## config.mk

```make
export PLATFORM = sky130hd
export DESIGN_NAME = hsv_to_rgb_converter_core_flat
export DESIGN_NICKNAME = d
export VERILOG_FILES = /design/src/rtl/hsv2rgb_pkg.sv /design/src/rtl/hsv2rgb_if.sv /design/src/rtl/hsv2rgb_fxmul.sv /design/src/rtl/hsv_to_rgb_converter_core.sv /design/src/flat_wrapper.sv
export SDC_FILE = /design/constraint.sdc
export NUM_CORES = 2
export LEC_CHECK = 0
export BUFFER_PORTS_ARGS = -buffer_cell sky130_fd_sc_hd__buf_2
export CAP_MARGIN = 10
export CORE_ASPECT_RATIO = 1.2
export CORE_MARGIN = 4
export CORE_UTILIZATION = 55
export CTS_BUF_LIST = sky130_fd_sc_hd__clkbuf_16
export CTS_CLUSTER_SIZE = 8
export DETAILED_ROUTE_END_ITERATION = 16
export PLACE_DENSITY_LB_ADDON = 0.2
export SYNTH_ARGS = -nofsm -noshare
export SYNTH_HDL_FRONTEND = slang
export SYNTH_SLANG_ARGS = --single-unit
```

## constraint.sdc

```tcl
create_clock -name clk -period 7.65 [get_ports clk]
set_input_delay 0.3825 -clock clk [delete_from_list [all_inputs] [get_ports clk]]
set_output_delay 0.3825 -clock clk [all_outputs]
set_load 0.005 [all_outputs]
```

## src/rtl/hsv2rgb_pkg.sv

```systemverilog
// Shared types for the HSV to RGB converter.
`timescale 1ns / 1ps

package hsv2rgb_pkg;

  typedef enum logic [2:0] {
    SEC_0,
    SEC_1,
    SEC_2,
    SEC_3,
    SEC_4,
    SEC_5
  } sector_t;

  localparam int NUM_STAGES = 4;

endpackage

```

## src/rtl/hsv2rgb_if.sv

```systemverilog
// Valid/ready channel interfaces for the HSV input and RGB output items.
`timescale 1ns / 1ps

interface hsv2rgb_in_if #(
  parameter int W = 17
) ();
  logic         valid;
  logic         ready;
  logic [W-1:0] hue;
  logic [W-1:0] saturation;
  logic [W-1:0] brightness;

  modport source (output valid, hue, saturation, brightness, input ready);
  modport sink (input valid, hue, saturation, brightness, output ready);
endinterface

interface hsv2rgb_out_if #(
  parameter int W = 17
) ();
  logic         valid;
  logic         ready;
  logic [W-1:0] red_out;
  logic [W-1:0] green_out;
  logic [W-1:0] blue_out;

  modport source (output valid, red_out, green_out, blue_out, input ready);
  modport sink (input valid, red_out, green_out, blue_out, output ready);
endinterface

```

## src/rtl/hsv2rgb_fxmul.sv

```systemverilog
// Registered fixed-point multiplier that keeps a shifted slice of the product.
`timescale 1ns / 1ps

module hsv2rgb_fxmul #(
  parameter int AW    = 17,
  parameter int BW    = 17,
  parameter int OW    = 17,
  parameter int SHIFT = 16
) (
  input  logic          clk,
  input  logic          en,
  input  logic [AW-1:0] a,
  input  logic [BW-1:0] b,
  output logic [OW-1:0] y
);

  localparam int PW = AW + BW;

  logic [PW-1:0] prod;

  assign prod = PW'(a) * PW'(b);

  always_ff @(posedge clk) begin
    if (en) begin
      y <= prod[SHIFT +: OW];
    end
  end

endmodule

```

## src/rtl/hsv_to_rgb_converter_core.sv

```systemverilog
// Top level of the pipelined HSV to RGB pixel converter.
`timescale 1ns / 1ps

// The block converts one pixel per item from hue, saturation and value to
// red, green and blue. All fields are unsigned fractions with FRAC_BITS
// fractional bits, where a value of one is 2^FRAC_BITS; inputs above one are
// saturated to one, and a hue of exactly one is treated as hue zero.
// The input item arrives on pixel_in and the result item leaves on pixel_out,
// both valid/ready channels; an item moves when valid and ready are high at a
// rising clock edge.
// The pipeline has four register stages: clamp and sector split, the three
// first products, the two second products, and the sector select into the
// output register. A result is offered once its item reaches the output
// register, and one item is taken in every cycle while results are drained.
// Each stage has its own valid bit and moves forward when the next stage is
// empty or moving, so bubbles are squeezed out when the receiver stalls and
// no item is lost or repeated. Synchronous reset clears all valid bits; the
// data registers are not reset.
module hsv_to_rgb_converter_core #(
  parameter int FRAC_BITS = 16
) (
  input logic             clk,
  input logic             rst,
  hsv2rgb_in_if.sink      pixel_in,
  hsv2rgb_out_if.source   pixel_out
);

  import hsv2rgb_pkg::*;

  localparam int W = FRAC_BITS + 1;
  localparam logic [W-1:0] ONE = W'(1) << FRAC_BITS;

  logic [NUM_STAGES-1:0] vld;
  logic [NUM_STAGES-1:0] adv;

  always_comb begin
    adv[NUM_STAGES-1] = !vld[NUM_STAGES-1] || pixel_out.ready;
    for (int i = NUM_STAGES - 2; i >= 0; i--) begin
      adv[i] = !vld[i] || adv[i+1];
    end
  end

  assign pixel_in.ready = adv[0];

  always_ff @(posedge clk) begin
    if (rst) begin
      vld <= '0;
    end else begin
      if (adv[0]) begin
        vld[0] <= pixel_in.valid;
      end
      for (int i = 1; i < NUM_STAGES; i++) begin
        if (adv[i]) begin
          vld[i] <= vld[i-1];
        end
      end
    end
  end

  // Stage 0: saturate inputs and split hue times six.
  logic [W-1:0]           h_cl;
  logic [W-1:0]           s_cl;
  logic [W-1:0]           v_cl;
  logic [W+1:0]           h6;
  sector_t                sec_next;
  sector_t                s0_sec;
  logic [FRAC_BITS-1:0]   s0_f;
  logic [W-1:0]           s0_s;
  logic [W-1:0]           s0_v;

  assign h_cl = (pixel_in.hue > ONE) ? ONE : pixel_in.hue;
  assign s_cl = (pixel_in.saturation > ONE) ? ONE : pixel_in.saturation;
  assign v_cl = (pixel_in.brightness > ONE) ? ONE : pixel_in.brightness;
  assign h6   = ((W + 2)'(h_cl) << 2) + ((W + 2)'(h_cl) << 1);

  always_comb begin
    unique case (h6[W+1:FRAC_BITS])
      3'd1:    sec_next = SEC_1;
      3'd2:    sec_next = SEC_2;
      3'd3:    sec_next = SEC_3;
      3'd4:    sec_next = SEC_4;
      3'd5:    sec_next = SEC_5;
      default: sec_next = SEC_0;
    endcase
  end

  always_ff @(posedge clk) begin
    if (adv[0]) begin
      s0_sec <= sec_next;
      s0_f   <= h6[FRAC_BITS-1:0];
      s0_s   <= s_cl;
      s0_v   <= v_cl;
    end
  end

  // Stage 1: S*f, S*(1-f) and p = V*(1-S).
  logic [W-1:0] omf;
  logic [W-1:0] oms;
  logic [W-1:0] s1_sf;
  logic [W-1:0] s1_s1f;
  logic [W-1:0] s1_p;
  logic [W-1:0] s1_v;
  sector_t      s1_sec;

  assign omf = ONE - W'(s0_f);
  assign oms = ONE - s0_s;

  hsv2rgb_fxmul #(.AW(W), .BW(FRAC_BITS), .OW(W), .SHIFT(FRAC_BITS)) u_mul_sf (
    .clk (clk),
    .en  (adv[1]),
    .a   (s0_s),
    .b   (s0_f),
    .y   (s1_sf)
  );

  hsv2rgb_fxmul #(.AW(W), .BW(W), .OW(W), .SHIFT(FRAC_BITS)) u_mul_s1f (
    .clk (clk),
    .en  (adv[1]),
    .a   (s0_s),
    .b   (omf),
    .y   (s1_s1f)
  );

  hsv2rgb_fxmul #(.AW(W), .BW(W), .OW(W), .SHIFT(FRAC_BITS)) u_mul_p (
    .clk (clk),
    .en  (adv[1]),
    .a   (s0_v),
    .b   (oms),
    .y   (s1_p)
  );

  always_ff @(posedge clk) begin
    if (adv[1]) begin
      s1_sec <= s0_sec;
      s1_v   <= s0_v;
    end
  end

  // Stage 2: q = V*(1-S*f) and t = V*(1-S*(1-f)).
  logic [W-1:0] s2_q;
  logic [W-1:0] s2_t;
  logic [W-1:0] s2_p;
  logic [W-1:0] s2_v;
  sector_t      s2_sec;

  hsv2rgb_fxmul #(.AW(W), .BW(W), .OW(W), .SHIFT(FRAC_BITS)) u_mul_q (
    .clk (clk),
    .en  (adv[2]),
    .a   (s1_v),
    .b   (ONE - s1_sf),
    .y   (s2_q)
  );

  hsv2rgb_fxmul #(.AW(W), .BW(W), .OW(W), .SHIFT(FRAC_BITS)) u_mul_t (
    .clk (clk),
    .en  (adv[2]),
    .a   (s1_v),
    .b   (ONE - s1_s1f),
    .y   (s2_t)
  );

  always_ff @(posedge clk) begin
    if (adv[2]) begin
      s2_sec <= s1_sec;
      s2_p   <= s1_p;
      s2_v   <= s1_v;
    end
  end

  // Stage 3: pick the components by sector into the output register.
  logic [W-1:0] r_next;
  logic [W-1:0] g_next;
  logic [W-1:0] b_next;
  logic [W-1:0] red;
  logic [W-1:0] green;
  logic [W-1:0] blue;

  always_comb begin
    unique case (s2_sec)
      SEC_1: begin
        r_next = s2_q; g_next = s2_v; b_next = s2_p;
      end
      SEC_2: begin
        r_next = s2_p; g_next = s2_v; b_next = s2_t;
      end
      SEC_3: begin
        r_next = s2_p; g_next = s2_q; b_next = s2_v;
      end
      SEC_4: begin
        r_next = s2_t; g_next = s2_p; b_next = s2_v;
      end
      SEC_5: begin
        r_next = s2_v; g_next = s2_p; b_next = s2_q;
      end
      default: begin
        r_next = s2_v; g_next = s2_t; b_next = s2_p;
      end
    endcase
  end

  always_ff @(posedge clk) begin
    if (adv[3]) begin
      red   <= r_next;
      green <= g_next;
      blue  <= b_next;
    end
  end

  assign pixel_out.valid     = vld[NUM_STAGES-1];
  assign pixel_out.red_out   = red;
  assign pixel_out.green_out = green;
  assign pixel_out.blue_out  = blue;

endmodule

```

## src/flat_wrapper.sv

```systemverilog
// flat-port wrapper written by rule: the top's interface ports become plain ports
module hsv_to_rgb_converter_core_flat import hsv2rgb_pkg::*;
#(
  parameter int FRAC_BITS = 16
)
  (clk, rst, pixel_in_valid, pixel_in_hue, pixel_in_saturation, pixel_in_brightness, pixel_in_ready, pixel_out_valid, pixel_out_red_out, pixel_out_green_out, pixel_out_blue_out, pixel_out_ready);
  hsv2rgb_in_if pixel_in_i ();
  hsv2rgb_out_if pixel_out_i ();
  input logic clk;
  input logic rst;
  input wire logic [$bits(pixel_in_i.valid)-1:0] pixel_in_valid;
  input wire logic [$bits(pixel_in_i.hue)-1:0] pixel_in_hue;
  input wire logic [$bits(pixel_in_i.saturation)-1:0] pixel_in_saturation;
  input wire logic [$bits(pixel_in_i.brightness)-1:0] pixel_in_brightness;
  output wire logic [$bits(pixel_in_i.ready)-1:0] pixel_in_ready;
  output wire logic [$bits(pixel_out_i.valid)-1:0] pixel_out_valid;
  output wire logic [$bits(pixel_out_i.red_out)-1:0] pixel_out_red_out;
  output wire logic [$bits(pixel_out_i.green_out)-1:0] pixel_out_green_out;
  output wire logic [$bits(pixel_out_i.blue_out)-1:0] pixel_out_blue_out;
  input wire logic [$bits(pixel_out_i.ready)-1:0] pixel_out_ready;
  assign pixel_in_i.valid = pixel_in_valid;
  assign pixel_in_i.hue = pixel_in_hue;
  assign pixel_in_i.saturation = pixel_in_saturation;
  assign pixel_in_i.brightness = pixel_in_brightness;
  assign pixel_in_ready = pixel_in_i.ready;
  assign pixel_out_valid = pixel_out_i.valid;
  assign pixel_out_red_out = pixel_out_i.red_out;
  assign pixel_out_green_out = pixel_out_i.green_out;
  assign pixel_out_blue_out = pixel_out_i.blue_out;
  assign pixel_out_i.ready = pixel_out_ready;
  hsv_to_rgb_converter_core #(.FRAC_BITS(FRAC_BITS)) u_core (.clk(clk), .rst(rst), .pixel_in(pixel_in_i), .pixel_out(pixel_out_i));
endmodule
```

# ---- Word level (Yosys, flattened, before mapping)
# Cells that the tools add are included.
dict set report totals {
  reg_bits 250
  input_bits 55
  output_inout_bits 53
  wordCells 61
}
dict set report op_classes {
  add_sub_neg 5
  multipliers 5
  n_lt_le_gt_ge 3
  n_eq_ne 10
  n_mux 5
  n_reduce_logical 12
}
# operator count
set op_table {}
lappend op_table {{one-hot mux 17 bit (3 select lines)} 3}
lappend op_table {{multiplier 17 x 17 -> 33 bit} 4}
lappend op_table {{> comparator 17 bit, second input constant} 3}
lappend op_table {{subtractor 17 bit, first input constant} 3}
lappend op_table {{multiplier 17 x 16 -> 33 bit} 1}
lappend op_table {{adder 19 x 18 -> 19 bit} 1}
lappend op_table {{two-way mux 17 bit} 1}
lappend op_table {{subtractor 17 x 16 -> 17 bit, first input constant} 1}
lappend op_table {{one-hot mux 3 bit (5 select lines)} 1}
lappend op_table {{== test 3 x 2 -> 1 bit, second input constant} 4}
lappend op_table {{== test 3 bit, second input constant} 4}
lappend op_table {{OR reduction 2 bit} 4}
lappend op_table {{== test 3 x 1 -> 1 bit, second input constant} 2}
lappend op_table {{logical NOT 1 bit} 4}
lappend op_table {{logical OR 1 bit} 4}

# ---- Logic depth before layout (Yosys ltp)
dict set report depth {
  ltp_word 5
  depth_mapped 32
  depth_no_buf 30
}

# ---- By module
# Synthesis repeated with hierarchy kept, for this count alone.
dict set report hier_totals {
  cells_unflattened 6244
  area_unflattened_um2 57415.1
}
# mod n_inst cells_each area_each_um2 seq_area_each_um2
set by_module_without_submodules {}
lappend by_module_without_submodules {{hsv2rgb_fxmul at u_core.u_mul_p} 1 1122 9903.2 510.5}
lappend by_module_without_submodules {{hsv2rgb_fxmul at u_core.u_mul_s1f} 1 1092 9825.7 510.5}
lappend by_module_without_submodules {{hsv2rgb_fxmul at u_core.u_mul_t} 1 1089 9786.9 510.5}
lappend by_module_without_submodules {{hsv2rgb_fxmul at u_core.u_mul_q} 1 1085 9780.6 510.5}
lappend by_module_without_submodules {{hsv2rgb_fxmul at u_core.u_mul_sf} 1 1057 9399.0 510.5}
lappend by_module_without_submodules {hsv_to_rgb_converter_core 1 799 8719.6 4884.7}

# ---- Worst setup path after synthesis
# Ideal clock, no wire load.
dict set report synth_path {
  path_kind {reg2reg}
  startpoint {register u_core.u_mul_sf.y[0]}
  endpoint {register u_core.u_mul_q.y[15], data pin}
  setup_time_ps 258
  arrival_ps 7874
  t_required_ps 7392
  slack_ps -482
  stages_incl_launch_ff 29
  n_path_buf 3
  synth_period_minus_slack_ps 8132
  cell_sequence {edfxtp_1 > clkbuf_1 > clkbuf_1 > inv_1 > ha_1 > nand2_1 > or3_1 > or4_1 > nor3_1 > xnor2_1 > clkbuf_1 > nand2_1 > fa_1 > fa_1 > inv_1 > fa_1 > fa_1 > fa_1 > fa_1 > ha_1 > and3_4 > a221oi_2 > o21ai_1 > or3_1 > o221a_4 > o211a_4 > a311o_2 > a21oi_2 > xnor2_1}
}
dict set report synth_between {
  elab_chain_len 2
}
# element line_no
set synth_lines {}
lappend synth_lines {{start: declaration} hsv2rgb_fxmul.sv:14} ;# output logic [OW-1:0] y
lappend synth_lines {{start signal: assignment} hsv2rgb_fxmul.sv:25} ;# y <= prod[SHIFT +: OW];
lappend synth_lines {{subtractor 17 bit} hsv_to_rgb_converter_core.sv:150} ;# .b (ONE - s1_sf),
lappend synth_lines {{multiplier 17 x 17 -> 33 bit} hsv2rgb_fxmul.sv:21} ;# assign prod = PW'(a) * PW'(b);
lappend synth_lines {{net u_core.u_mul_q.prod[31]} hsv2rgb_fxmul.sv:19} ;# logic [PW-1:0] prod;
lappend synth_lines {{end signal: assignment} hsv2rgb_fxmul.sv:25}
lappend synth_lines {{end: declaration} hsv2rgb_fxmul.sv:14}
# The timed path passes the listed nets, and every way through them passes these cells.
# A chain may end at the register's enable or synchronous reset.

# ---- Worst setup path after layout
# Ends and elaborated chain as after synthesis.

==> results.md <==
* Top cells by area in the synthesized netlist: fa_1 (39%), edfxtp_1 (13%), ha_1 (12%)
* Core box area at 98530 sq um
* CP Capture Type: flip-flop
* Mapped Nets at 7546
* Critical setup path kind: reg2reg
* Synth area leader: fa_1
* Slew HR at 0.1939
* Worst Path Required at 7990 ps
* Dpl ws at -2.432 ps
* Final Routed Wirelength at 134100 um
* Tightest Pin Transition at 1209 ps
* Number of fill cells at 8348
* Fraction of registers with async set or reset after synthesis at 0
* GRT Total Usage at 0.2657
* Skew final at 50.49 ps
* Max incr delay on CP at 550 ps
* Vias in the first global route at 43160
* Htree depth at 2
* Post-Synthesis Cells at 5885
* Minimum clock period at 7557 ps
* Initial antenna violation count at 4
* CP Launch Type: flip-flop
* Data arrival, critical path at 7890 ps
* Nets at 7691
* Worst-Skew Late Latency at 600 ps
* Pins Over Slew Limit at 0
* Routed vias at 39670
* Grt ovf at 0
* CTS sink cnt at 249
* Residual DRC at 0
* GP Congestion at 0.9008
* Row count at 126
* Initial drt markers at 2062
* Hpwl dp at 107700 um
* Total CTS buffers at 37
* Flop-to-flop setup slack at 90 ps
* Seq/Total Area, Yosys at 0.1359
* DR vias/cell at 5.415
* CP max FO at 4
* Post-DR wirelength/cell at 18.31 um
* DR pass1 iterations at 6
* Seq cells post-synth at 249
* Period utilization at 0.9878
* Max Cap Viol at 0
* Layout cells sized above 1 at 0.08572
* Initial Util at 0.5555
* Final Hold Violating Endpoints at 0
* CTS tree: done
* RSZ-0062 raised after global routing: yes
* Largest net degree at the start of global routing at 79
* Antenna Nets Post-Route at 0
* First-pass GRT wire length at 221500 um
* Io pins at 108
* Synth top area share at 0.3888
* DIE AREA at 104700 sq um
* Peak Freq at 132.3 MHz
* Die height at 353.6 um
* Clock tree buffer depth at 3
* Final setup vio count at 0
* Clk pin slew, worst setup/hold paths at 50 ps
* Slowest stage cell, crit path: or4_4
* Most used flip-flop cell after synthesis: edfxtp_1
* Outcome: completed
* Hold Path Class: in2reg
* Post-Synthesis Cell Area at 54740 sq um
* Area Overhead vs Synth at 8.901%
* Die X at 296.0 um
* Setup ws final at 93.37 ps
* Yosys warning count at 0
* Avg Cell Area, Syn at 9.301 sq um
* Cell with the most instances on the worst path: fa_1
* Root buf cell: clkbuf_16
* Number of port buffers at 107
* Number of synthesized flops with an enable pin at 245
* CP bufs+invs at 3
* Distinct cells, synth at 73
* Largest delay share family, worst path: adder cells
## synth_stat cells, types with 4 or more instances
cell	instances
nand2b_1	23
a21o_1	32
and2_1	512
nand3_1	18
xor2_1	44
xnor2_1	114
or3_1	13
ha_1	543
a311oi_1	4
or2_2	7
o21ai_0	56
o21bai_1	8
a21oi_1	86
o2111ai_1	4
and3_1	23
o31ai_1	7
dfxtp_1	4
o21ai_1	7
a211oi_1	14
o211ai_1	6
inv_1	1347
nand2_1	883
clkbuf_1	259
nor3_1	45
o21a_1	48
nor2b_1	65
nor4_1	28
nand4_1	7
and4_1	5
fa_1	1063
a31oi_1	7
buf_1	17
edfxtp_1	245
o221ai_1	29
nor2_1	178
mux2i_1	37
o22ai_1	34
a22oi_1	4
## sequential cells by signal, summed over array words and instances (netlist names)
| signal | flops |
|---|---|
| u_core.pixel_out.blue_out | 17 |
| u_core.pixel_out.green_out | 17 |
| u_core.pixel_out.red_out | 17 |
| u_core.s0_s | 17 |
| u_core.s0_v | 17 |
| u_core.s1_v | 17 |
| u_core.s2_p | 17 |
| u_core.s2_v | 17 |
| u_core.u_mul_p.y | 17 |
| u_core.u_mul_q.y | 17 |
| u_core.u_mul_s1f.y | 17 |
| u_core.u_mul_sf.y | 17 |
| u_core.u_mul_t.y | 17 |
| u_core.s0_f | 15 |
| u_core.vld | 4 |
| u_core.s0_sec | 3 |
| u_core.s1_sec | 3 |
| u_core.s2_sec | 3 |
## path summary, 6_finish.rpt
| path | start | to | depth (start not counted) |
|---|---|---|---|
| hold reg to reg | u_core.s1_sec[2] | u_core.s2_sec[2] | 0 |
| setup reg to reg | u_core.u_mul_sf.y[0] | u_core.u_mul_q.y[15] | 25 |
| setup / recovery | u_core.u_mul_sf.y[0] | u_core.u_mul_q.y[15] | 25 |
| hold / removal | pixel_in_valid | u_core.vld[0] | 3 |
## cell families after synthesis
kind of cell | after synthesis | synth area share
xor+xnor | 158 | 0.02528
simple gates | 1822 | 0.1592
flops | 249 | 0.1359
mux | 37 | 0.006766
fa+ha+maj | 1606 | 0.5129
compound gates | 389 | 0.04862
buf+inv | 1624 | 0.1114
## per-layer routing
metal,track usage,share of wire,vias to the layer above
met3,0.04504,0.068,306
met2,0.4641,0.50,1313
met1,0.3321,0.39,20020
met5,0,0,-
li1,-,-,18020
met4,0.09687,0.041,0
## worst register-to-register path, delay by kind of cell, from the launching register on
| kind | cells | cell delay (ps) |
|---|---|---|
| AOI/OAI and AO/OA | 6 | 1400 |
| DFF | 1 | 410 |
| adders and majority gates | 8 | 3400 |
| xor gates and xnor gates | 2 | 250 |
| buffers and inverters | 3 | 190 |
| and+or+nand+nor | 6 | 1660 |
## what timing repair did
| action | 4_1_cts | 5_1_grt |
|---|---|---|
| pin swaps | 0 | 25 |
| setup buffers | 0 | 12 |
| setup endpoints to repair | 2 | 29 |
| hold buffers | 0 | 0 |
| gates resized for setup | 3 | 73 |
## cell type report
cell class	instances	area [sq um]	share of cell area
antenna	2	5.005	0.00008396
sequential	249	7437	0.1248
timing repair buffer	383	2780	0.04664
tap	1280	1602	0.02687
clock buffer	37	925.9	0.01553
inverter	1347	5056	0.08482
multi-input combinational	4012	41690	0.6994
clock inverter	15	111.4	0.001868
## metrics by stage
step | instance area [sq um] | utilization | hold slack (ps) | TNS (ps) | cells
after global placement | 58040 | 0.5890 | 403.0 | 0 | 7259
after floorplan | 54840 | - | 400.3 | -45.84 | 5885
after global routing | 59600 | 0.6049 | 22.48 | -990.0 | 7323
final | 59610 | 0.6050 | 36.20 | 0 | 7325
after detailed placement | 58040 | 0.5890 | 404.5 | -2.432 | 7259
after CTS | 59100 | 0.5998 | 7.371 | 0 | 7311
## cells in the final DEF (no fill, tap or decap), types with 6 or more instances in the layout
cell type  instances
a211oi_1          11
a21o_1            32
a21oi_1           84
a31oi_1            7
and2_1           512
and3_1            23
buf_12            12
buf_2            107
buf_4            258
buf_6              6
clkbuf_16         37
edfxtp_1         245
fa_1            1062
ha_1             537
inv_1           1354
mux2i_1           37
nand2_1          877
nand2b_1          23
nand3_1           17
nand4_1            7
nor2_1           170
nor2_2             7
nor2b_1           64
nor3_1            37
nor3_2             7
nor4_1            21
o211ai_1           6
o21a_1            48
o21ai_0           55
o21ai_1            7
o21bai_1           8
o221ai_1          28
o22ai_1           34
o31ai_1            6
or2_2              7
or3_1             11
xnor2_1          103
xnor2_2           10
xor2_1            42
Power is not shown: default switching activity piles up to over one toggle a cycle in this logic, so the estimate is an artifact.
